===== config.mk =====
export PLATFORM = sky130hd
export DESIGN_NAME = strong_liar_count_monier
export DESIGN_NICKNAME = d
export VERILOG_FILES = /design/src/rtl/slcm_pkg.sv /design/src/rtl/strong_liar_count_monier.sv /design/src/rtl/slcm_divider.sv /design/src/rtl/slcm_sequencer.sv
export SDC_FILE = /design/constraint.sdc
export NUM_CORES = 2
export LEC_CHECK = 0
export ABC_AREA = 1
export BUFFER_PORTS_ARGS = -buffer_cell sky130_fd_sc_hd__buf_2
export CAP_MARGIN = 20
export CORE_UTILIZATION = 46
export CTS_BUF_LIST = sky130_fd_sc_hd__clkbuf_2
export DETAILED_ROUTE_END_ITERATION = 10
export GPL_ROUTABILITY_DRIVEN = 0
export SLEW_MARGIN = 20
export SYNTH_ARGS = -nofsm -noshare
export SYNTH_HDL_FRONTEND = slang
export SYNTH_HIERARCHICAL = 1
export SYNTH_SLANG_ARGS = --single-unit

===== constraint.sdc =====
create_clock -name aclk -period 12.58 [get_ports aclk]
set_clock_uncertainty 0.15 [all_clocks]
set_input_delay 2.516 -clock aclk [delete_from_list [all_inputs] [get_ports aclk]]
set_output_delay 2.516 -clock aclk [all_outputs]
set_load 0.05 [all_outputs]

===== src/rtl/slcm_pkg.sv =====
`timescale 1ns / 1ps
package slcm_pkg;
    localparam int NUMBER_WIDTH = 32;
    localparam int COUNT_WIDTH  = 32;
    localparam int ORDER_WIDTH  = $clog2(NUMBER_WIDTH + 1);
    localparam int STEP_WIDTH   = $clog2(NUMBER_WIDTH + 1);
    localparam int NUM_BYTES    = (NUMBER_WIDTH + 7) / 8;
    localparam int TDATA_IN_W   = NUM_BYTES * 8;

    typedef logic [NUMBER_WIDTH-1:0] num_t;

    // request to the shared restoring divider
    typedef struct packed {
        logic start;
        num_t dividend;
        num_t divisor;
    } div_req_t;

    typedef struct packed {
        logic done;
        num_t quotient;
        num_t remainder;
    } div_rsp_t;
endpackage


===== src/rtl/strong_liar_count_monier.sv =====
`timescale 1ns / 1ps
// strong liar counter (monier's formula)
// s_axis: one 32-bit odd number per word on s_tdata
// m_axis: one result word per input, tdata = liar_count, tuser = bad_input
// even numbers or numbers below 3 give bad_input high and a count of 0,
// with m_tvalid raised from the S_DONE state through the output register
// the number is factored by trial division with odd divisors; each trial
// divisor and each gcd step goes through one shared restoring divider,
// by way of the request and response registers; a 32-bit prime takes
// some 32768 trial divisors
// one word is worked on at a time; s_tready is high only while idle
// the result sits in an output register until taken; if the receiver
// stalls the block holds it and keeps s_tready low
// reset (aresetn low, synchronous) returns to idle and drops m_tvalid
module strong_liar_count_monier (
    input  logic        aclk,
    input  logic        aresetn,
    input  logic        s_tvalid,
    output logic        s_tready,
    input  logic [slcm_pkg::TDATA_IN_W-1:0] s_tdata,  // number
    output logic        m_tvalid,
    input  logic        m_tready,
    output logic [slcm_pkg::COUNT_WIDTH-1:0] m_tdata, // liar_count
    output logic        m_tuser                       // bad_input
);
    import slcm_pkg::*;

    div_req_t               req;
    div_rsp_t               rsp;
    logic                   idle, done, bad;
    logic [COUNT_WIDTH-1:0] cnt;
    logic                   out_valid_reg, out_valid_next;
    logic [COUNT_WIDTH-1:0] out_data_reg, out_data_next;
    logic                   out_user_reg, out_user_next;
    logic                   accept;

    // take a new word only when idle and the output slot is free
    assign s_tready = idle && !out_valid_reg;
    assign accept   = s_tvalid && s_tready;

    slcm_divider u_div (
        .aclk(aclk), .aresetn(aresetn), .req(req), .rsp(rsp)
    );

    slcm_sequencer u_seq (
        .aclk(aclk), .aresetn(aresetn), .start(accept),
        .number(s_tdata[NUMBER_WIDTH-1:0]), .req(req), .rsp(rsp),
        .idle(idle), .done(done), .liar_count(cnt), .bad_input(bad)
    );

    always_comb begin
        out_valid_next = out_valid_reg;
        out_data_next  = out_data_reg;
        out_user_next  = out_user_reg;
        if (out_valid_reg && m_tready) out_valid_next = 1'b0;
        if (done) begin
            out_valid_next = 1'b1;
            out_data_next  = cnt;
            out_user_next  = bad;
        end
    end

    always_ff @(posedge aclk) begin
        if (!aresetn) begin
            out_valid_reg <= 1'b0;
        end else begin
            out_valid_reg <= out_valid_next;
        end
        out_data_reg <= out_data_next;
        out_user_reg <= out_user_next;
    end

    assign m_tvalid = out_valid_reg;
    assign m_tdata  = out_data_reg;
    assign m_tuser  = out_user_reg;

`ifndef SYNTHESIS
    // a bad input always reports a zero count
    a_bad_zero: assert property (@(posedge aclk) disable iff (!aresetn)
        m_tvalid && m_tuser |-> m_tdata == '0)
        else $error("bad input with nonzero count");
    // no new word while a result waits
    a_no_accept_full: assert property (@(posedge aclk) disable iff (!aresetn)
        m_tvalid |-> !s_tready)
        else $error("accept while result pending");
    // a finished result never lands on an untaken one
    a_no_overwrite: assert property (@(posedge aclk) disable iff (!aresetn)
        done |-> !out_valid_reg)
        else $error("result overwritten");
`endif
endmodule


===== src/rtl/slcm_divider.sv =====
`timescale 1ns / 1ps
module slcm_divider (
    input  logic              aclk,
    input  logic              aresetn,
    input  slcm_pkg::div_req_t req,
    output slcm_pkg::div_rsp_t rsp
);
    import slcm_pkg::*;

    // one quotient bit per cycle, restoring
    logic                  busy_reg, busy_next;
    logic [STEP_WIDTH-1:0] cnt_reg, cnt_next;
    num_t                  quo_reg, quo_next;
    num_t                  rem_reg, rem_next;
    num_t                  dsr_reg, dsr_next;
    logic                  done_reg, done_next;
    logic [NUMBER_WIDTH:0] trial;

    always_comb begin
        busy_next = busy_reg;
        cnt_next  = cnt_reg;
        quo_next  = quo_reg;
        rem_next  = rem_reg;
        dsr_next  = dsr_reg;
        done_next = 1'b0;
        trial     = {rem_reg, quo_reg[NUMBER_WIDTH-1]} - {1'b0, dsr_reg};
        if (req.start) begin
            busy_next = 1'b1;
            cnt_next  = STEP_WIDTH'(NUMBER_WIDTH);
            quo_next  = req.dividend;
            rem_next  = '0;
            dsr_next  = req.divisor;
        end else if (busy_reg) begin
            if (!trial[NUMBER_WIDTH]) begin
                rem_next = trial[NUMBER_WIDTH-1:0];
                quo_next = {quo_reg[NUMBER_WIDTH-2:0], 1'b1};
            end else begin
                rem_next = {rem_reg[NUMBER_WIDTH-2:0], quo_reg[NUMBER_WIDTH-1]};
                quo_next = {quo_reg[NUMBER_WIDTH-2:0], 1'b0};
            end
            cnt_next = cnt_reg - 1'b1;
            if (cnt_reg == STEP_WIDTH'(1)) begin
                busy_next = 1'b0;
                done_next = 1'b1;
            end
        end
    end

    always_ff @(posedge aclk) begin
        if (!aresetn) begin
            busy_reg <= 1'b0;
            done_reg <= 1'b0;
            cnt_reg  <= '0;
        end else begin
            busy_reg <= busy_next;
            done_reg <= done_next;
            cnt_reg  <= cnt_next;
        end
        quo_reg <= quo_next;
        rem_reg <= rem_next;
        dsr_reg <= dsr_next;
    end

    assign rsp.done      = done_reg;
    assign rsp.quotient  = quo_reg;
    assign rsp.remainder = rem_reg;
endmodule


===== src/rtl/slcm_sequencer.sv =====
`timescale 1ns / 1ps
module slcm_sequencer (
    input  logic                aclk,
    input  logic                aresetn,
    input  logic                start,
    input  slcm_pkg::num_t      number,
    output slcm_pkg::div_req_t  req,
    input  slcm_pkg::div_rsp_t  rsp,
    output logic                idle,
    output logic                done,
    output logic [slcm_pkg::COUNT_WIDTH-1:0] liar_count,
    output logic                bad_input
);
    import slcm_pkg::*;

    typedef enum logic [3:0] {
        S_IDLE, S_NODD, S_TRY, S_TRYW, S_STRIP, S_STRIPW, S_PRIME,
        S_POD, S_GCD, S_GCDW, S_MUL, S_SUM, S_FIN, S_DONE
    } state_t;

    state_t                 state_reg, state_next;
    num_t                   nodd_reg, nodd_next;
    num_t                   rest_reg, rest_next;
    num_t                   d_reg, d_next;
    num_t                   p_reg, p_next;
    num_t                   ga_reg, ga_next;
    num_t                   gb_reg, gb_next;
    logic [COUNT_WIDTH-1:0] prod_reg, prod_next;
    logic [COUNT_WIDTH-1:0] sum_reg, sum_next;
    logic [COUNT_WIDTH-1:0] term_reg, term_next;
    logic [ORDER_WIDTH-1:0] r_reg, r_next;
    logic [ORDER_WIDTH-1:0] rmin_reg, rmin_next;
    logic [ORDER_WIDTH-1:0] v_reg, v_next;
    logic [ORDER_WIDTH-1:0] k_reg, k_next;
    logic                   bad_reg, bad_next;
    logic [COUNT_WIDTH-1:0] cnt_reg, cnt_next;
    div_req_t               req_next;
    num_t                   pm1;

    always_comb begin
        state_next = state_reg;
        nodd_next = nodd_reg; rest_next = rest_reg; d_next = d_reg;
        p_next = p_reg; ga_next = ga_reg; gb_next = gb_reg;
        prod_next = prod_reg; sum_next = sum_reg; term_next = term_reg;
        r_next = r_reg; rmin_next = rmin_reg; v_next = v_reg; k_next = k_reg;
        bad_next = bad_reg; cnt_next = cnt_reg;
        req_next = '{start: 1'b0, dividend: rest_reg, divisor: d_reg};
        pm1 = p_reg - 1'b1;
        case (state_reg)
            S_IDLE: begin
                if (start) begin
                    if (number < num_t'(3) || !number[0]) begin
                        bad_next = 1'b1;
                        cnt_next = '0;
                        state_next = S_DONE;
                    end else begin
                        bad_next = 1'b0;
                        nodd_next = number - 1'b1;
                        rest_next = number;
                        d_next = num_t'(3);
                        prod_next = COUNT_WIDTH'(1);
                        v_next = '0; rmin_next = '0;
                        state_next = S_NODD;
                    end
                end
            end
            S_NODD: begin
                // number-1 is nonzero and even here, one shift a cycle
                if (nodd_reg[0]) state_next = S_TRY;
                else nodd_next = nodd_reg >> 1;
            end
            S_TRY: begin
                if (rest_reg <= num_t'(1)) begin
                    sum_next = '0; term_next = COUNT_WIDTH'(1); k_next = '0;
                    state_next = S_SUM;
                end else begin
                    req_next = '{start: 1'b1, dividend: rest_reg, divisor: d_reg};
                    state_next = S_TRYW;
                end
            end
            S_TRYW: begin
                if (rsp.done) begin
                    if (d_reg > rsp.quotient) begin
                        p_next = rest_reg;
                        rest_next = num_t'(1);
                        state_next = S_PRIME;
                    end else if (rsp.remainder != '0) begin
                        d_next = d_reg + num_t'(2);
                        state_next = S_TRY;
                    end else begin
                        p_next = d_reg;
                        rest_next = rsp.quotient;
                        state_next = S_STRIP;
                    end
                end
            end
            S_STRIP: begin
                req_next = '{start: 1'b1, dividend: rest_reg, divisor: p_reg};
                state_next = S_STRIPW;
            end
            S_STRIPW: begin
                if (rsp.done) begin
                    if (rsp.remainder == '0) begin
                        rest_next = rsp.quotient;
                        state_next = S_STRIP;
                    end else begin
                        state_next = S_PRIME;
                    end
                end
            end
            S_PRIME: begin
                ga_next = nodd_reg;
                gb_next = pm1;
                r_next = '0;
                state_next = S_POD;
            end
            S_POD: begin
                // p-1 even and nonzero
                if (gb_reg[0]) state_next = S_GCD;
                else begin
                    gb_next = gb_reg >> 1;
                    r_next = r_reg + 1'b1;
                end
            end
            S_GCD: begin
                if (gb_reg == '0) state_next = S_MUL;
                else begin
                    req_next = '{start: 1'b1, dividend: ga_reg, divisor: gb_reg};
                    state_next = S_GCDW;
                end
            end
            S_GCDW: begin
                if (rsp.done) begin
                    ga_next = gb_reg;
                    gb_next = rsp.remainder;
                    state_next = S_GCD;
                end
            end
            S_MUL: begin
                prod_next = COUNT_WIDTH'(prod_reg * COUNT_WIDTH'(ga_reg));
                if (v_reg == '0 || r_reg < rmin_reg) rmin_next = r_reg;
                v_next = v_reg + 1'b1;
                state_next = S_TRY;
            end
            S_SUM: begin
                if (k_reg >= rmin_reg) state_next = S_FIN;
                else begin
                    sum_next = sum_reg + term_reg;
                    term_next = term_reg << v_reg;
                    k_next = k_reg + 1'b1;
                end
            end
            S_FIN: begin
                cnt_next = COUNT_WIDTH'(prod_reg * (sum_reg + 1'b1));
                state_next = S_DONE;
            end
            S_DONE: state_next = S_IDLE;
            default: state_next = S_IDLE;
        endcase
    end

    always_ff @(posedge aclk) begin
        if (!aresetn) begin
            state_reg <= S_IDLE;
            req <= '0;
        end else begin
            state_reg <= state_next;
            req <= req_next;
        end
        nodd_reg <= nodd_next; rest_reg <= rest_next; d_reg <= d_next;
        p_reg <= p_next; ga_reg <= ga_next; gb_reg <= gb_next;
        prod_reg <= prod_next; sum_reg <= sum_next; term_reg <= term_next;
        r_reg <= r_next; rmin_reg <= rmin_next; v_reg <= v_next; k_reg <= k_next;
        bad_reg <= bad_next; cnt_reg <= cnt_next;
    end

    assign idle = (state_reg == S_IDLE);
    assign done = (state_reg == S_DONE);
    assign liar_count = cnt_reg;
    assign bad_input = bad_reg;
endmodule


Yosys cells after proc, flatten, opt, wreduce, memory -nomap -nowiden
Cells that the tools add are included.
{"block": "totals", "regBits": 552, "out_inout_bits": 35}
{"block": "classes", "n_addsub": 10, "mul": 2, "order_cmp": 5, "eq_ne": 33, "shifts": 1, "muxes": 77, "bitwise_logic": 2, "n_reduce_logical": 40}
{"operator": "two-way mux 32 bit", "count": 31}
{"operator": "one-hot mux 32 bit (2 select lines)", "count": 7}
{"operator": "one-hot mux 65 bit (3 select lines)", "count": 1}
{"operator": "one-hot mux 32 bit (3 select lines)", "count": 2}
{"operator": "two-way mux 65 bit", "count": 2}
{"operator": "logical NOT 32 bit", "count": 2}
{"operator": "multiplier 32 x 32 -> 32 bit", "count": 2}
{"operator": "subtractor 32 x 1 -> 32 bit (second input constant)", "count": 2}
{"operator": "one-hot mux 4 bit (13 select lines)", "count": 1}
{"operator": "two-way mux 6 bit", "count": 8}
{"operator": "one-hot mux 6 bit (2 select lines)", "count": 4}
{"operator": "two-way mux 4 bit", "count": 10}
{"operator": "subtractor 33 x 32 -> 33 bit", "count": 1}
{"operator": "adder 32 x 1 -> 32 bit (second input constant)", "count": 1}
{"operator": "adder 32 x 2 -> 32 bit (second input constant)", "count": 1}
{"operator": "adder 32 bit", "count": 1}
{"operator": "> comparator 32 bit", "count": 1}
{"operator": "<= comparator 32 x 1 -> 1 bit (second input constant)", "count": 1}
{"operator": "less-than comparator 32 x 2 -> 1 bit (second input constant)", "count": 1}
{"operator": "nonzero test 32 bit", "count": 1}
{"operator": "left shift 32 x 6 -> 32 bit", "count": 1}
{"operator": "equality test 4 bit (second input constant)", "count": 6}
{"operator": "inequality test 2 x 1 -> 1 bit (second input constant)", "count": 10}
{"operator": "adder 6 x 1 -> 6 bit (second input constant)", "count": 3}
{"operator": "other kinds (27)", "count": 70}

Longest topological paths before layout
{"block": "depth", "ltp_word": 5, "ltp_mapped": 39, "depth_no_buf": 38}

By module
Netlist, hierarchy kept.
{"module": "slcm_sequencer", "instances": 1, "cells_per_inst": 6892, "area_per_inst_um2": 55187.9, "seq_area_each_um2": 11711.2}
{"module": "slcm_divider", "instances": 1, "cells_per_inst": 1046, "area_per_inst_um2": 6890.4, "seq_area_each_um2": 2722.6}
{"module": "strong_liar_count_monier", "instances": 1, "cells_per_inst": 42, "area_per_inst_um2": 1046.0, "seq_area_each_um2": 1011.0}

Worst setup path after synthesis
OpenSTA, ideal clock, no wires.
{"block": "synth_path", "path_type": "flip-flop to flip-flop", "startpoint": "register u_seq.sum_reg[0]", "endpoint": "register u_seq.cnt_reg[29] (netlist: u_seq/liar_count[29]), data pin", "arrival_ps": 7506, "required_ps": 12177, "setup_slack_ps": 4671, "path_stages_with_launch": 33, "n_path_buf": 1, "period_less_slack_ps": 7909, "cell_sequence": "edfxtp_1 ha_1 nand2_1 inv_1 nor2_2 clkbuf_1 nand2_1 fa_1 inv_1 fa_1 inv_1 fa_1 fa_1 inv_1 fa_1 inv_1 fa_1 inv_1 fa_1 fa_1 ha_1 nand2_1 inv_1 a221oi_1 o21ai_0 a21oi_1 o21ai_1 a21oi_1 o21ai_1 a21boi_0 nand2_1 nand2_1 nor2_1"}
{"block": "synth_between", "elab_chain_len": 3}
{"element": "start, declared", "line": "slcm_sequencer.sv:29", "text": "logic [COUNT_WIDTH-1:0] sum_reg, sum_next;"}
{"element": "start signal, assigned", "line": "slcm_sequencer.sv:172", "text": "prod_reg <= prod_next; sum_reg <= sum_next; term_reg <= term_next;"}
{"element": "adder 32 x 1 -> 32 bit", "line": "slcm_sequencer.sv:154", "text": "cnt_next = COUNT_WIDTH'(prod_reg * (sum_reg + 1'b1));"}
{"element": "multiplier 32 x 32 -> 32 bit", "line": "slcm_sequencer.sv:154"}
{"element": "one-hot mux 32 bit (2 select lines)", "line": "slcm_sequencer.sv:49", "text": "case (state_reg)"}
{"element": "end signal, assigned", "line": "slcm_sequencer.sv:174", "text": "bad_reg <= bad_next; cnt_reg <= cnt_next;"}
{"element": "end, declared", "line": "slcm_sequencer.sv:36", "text": "logic [COUNT_WIDTH-1:0] cnt_reg, cnt_next;"}
No other way between the ends.
A chain may end at the register's enable or synchronous reset.

Final worst setup path
Same ends and word-level chain as after synthesis.

==> flow_metrics.tcl <==
set metrics [dict create \
    status "finished, final reports clean" \
    vias 52800 \
    post-cts-setup-buffers 0 \
    numPortBuffers 70 \
    synth_nets 9196 \
    row_count 135 \
    cts-root-buf "clkbuf_2" \
    grt_max_degree 71 \
    largest_reg_flops 65 \
    critical_path_arrival_ns 10.52 \
    coreArea_um2 136000 \
    nets 9211 \
    crit_family "adder cells" \
    ctsResizeCount 0 \
    dieArea_um2 139000 \
    synth-seq-area-share_pct 24.5 \
    synthToLayoutAreaGrowth_pct 5.96 \
    synth_warnings 6 \
    cpMaxStageDelayCell "edfxtp_1" \
    grt_pass1_vias 52900 \
    cts_inserted_buffers 152 \
    final_cell_mix "nand2_1 (1,970), inv_1 (1,896), fa_1 (818)" \
    cts_max_path_buffers 3 \
    fin_hold_ws_ns 0.248 \
    pin_count 71 \
    fmax_mhz 106 \
    fp.dieH_um 372 \
    fin_tns_setup_ns 0 \
    drt-pass1-iter-count 6 \
    grt_overflow 0 \
    critPathMaxStageDelay_ns 0.85 \
    relSlewSlack_pct 16.1 \
    hpwl_um 148000 \
    setup_viol 0 \
    max_cap_violations 0 \
    viasPerCell 5.33 \
    final_common_cell "nand2_1" \
    track_usage_pct 28.6 \
    cts_sinks 551 \
    antenna_found_initial 5 \
    async_flop_share_pct 0 \
    htreeDepth 4 \
    synth.distinct_cells 66 \
    timing_hold_violations_final 0 \
    finalCriticalPeriod_ns 9.39 \
    endpoint_kind "flip-flop" \
    initial_utilization_pct 46.5 \
    crit_buf_inv 6 \
    tightest_slew_ns 1.26 \
    rsz0062_at_grt "no" \
    startpoint_type "flip-flop" \
    n_fill_cell 13500 \
    ant_nets 0 \
    hp-class "reg2reg" \
    wl_per_cell_um 19.7 \
    synth_seq_cells 551 \
    syn_inst 7980 \
    ys.flop_type "edfxtp_1" \
    finalCritPeriodShare_pct 74.6 \
    holdBufCountCts 0 \
    path_class "reg2reg" \
    drtIter0Drc 4271 \
    die_w_um 372 \
    clkLatencyLatePin_ns 1.63 \
    synth_edf_count 441 \
    syn_area_um2 63100 \
    grt_pass1_wl_um 303000 \
    routed_wl_um 196000 \
    cp_common_cell "fa_1" \
    crit_fanout 22 \
    cts_tree "built" \
    top_register "u_seq/req" \
    drive_gt1_share_pct 6.18 \
    clkTransAtPathRegs_ns 0.10 \
    worstPathRequired_ns 13.71 \
    drcViolationCount 0 \
    slew_viol_final 0 \
    syn_avg_cell_area_um2 7.91 \
]
## routing by layer
| layer | global-route usage [%] | vias up | share of wire (%) | wire [um] |
|---|---|---|---|---|
| li1 | - | 24500 | - | - |
| met1 | 37.7 | 25600 | 41 | 80400 |
| met2 | 46.5 | 2283 | 46 | 90600 |
| met3 | 5.02 | 432 | 8.3 | 16200 |
| met4 | 11.7 | 0 | 4.3 | 8330 |
| met5 | 0 | - | 0 | 0 |
## cell usage after synthesis, drive strengths merged (11+ instances only)
cell | number | share of area, %
nand2 | 1981 | 12
inv | 1908 | 11
fa | 818 | 26
nor2 | 609 | 3.7
edfxtp | 441 | 21
ha | 362 | 7.2
o21ai | 339 | 2.7
a21oi | 258 | 2.1
clkbuf | 253 | 1.5
nand3 | 221 | 1.8
o22ai | 115 | 1.1
dfxtp | 110 | 3.5
nor3 | 74 | 0.63
xor2 | 68 | 0.94
xnor2 | 55 | 0.78
buf | 51 | 0.36
nand4 | 48 | 0.48
o211ai | 38 | 0.45
a22oi | 33 | 0.39
nor4 | 32 | 0.35
o21a | 29 | 0.34
a31oi | 13 | 0.13
o21bai | 13 | 0.16
a21boi | 11 | 0.13
or2 | 11 | 0.11
## path summary, 6_finish.rpt
check        slack [ns]              from  cells after the start                    to
max reg2reg        3.19  u_seq/sum_reg[0]                     31  u_seq/liar_count[29]
max                3.19  u_seq/sum_reg[0]                     31  u_seq/liar_count[29]
min                0.25     u_seq/req[21]                      0     u_div/dsr_reg[21]
min reg2reg        0.25     u_seq/req[21]                      0     u_div/dsr_reg[21]
## cell families (layout without fill, tap and decap cells)
logic type,after synthesis,after routing,synth area share [%]
flip-flops,551,551,24.5
AO/OA/AOI/OAI,897,897,8.13
XOR/XNOR,123,123,1.72
AND/OR/NAND/NOR,3002,3002,19.2
buffers and inverters,2220,2353,13.3
multiplexers,7,7,0.111
adder cells (fa/ha/maj),1180,1180,33.1
other,0,8,0
## stage by stage
step	area [um^2]	worst slack, ns	utilization [%]	instances
2_1_floorplan	63100	4.67	-	7980
3_3_place_gp	65300	3.42	48.1	9618
3_5_place_dp	65300	3.31	48.1	9619
4_1_cts	66800	3.30	49.2	9891
5_1_grt	66900	2.67	49.3	9902
6_report	66900	3.19	49.3	9902
## area by class of cell
class                      instances  area [um^2]  share of cell area [%]
inverter                        1916         7190                    10.8
timing repair buffer             165         1130                    1.69
clock buffer                     232         1160                    1.74
tap                             1781         2230                    3.33
multi-input combinational       5209        39400                    58.9
antenna                            8         20.0                  0.0299
sequential                       551        15400                    23.1
clock inverter                    40          285                   0.427
Power is left out: the tool's default activity adds up to more than one toggle a clock period on the data nets, which glitch-free logic cannot reach.
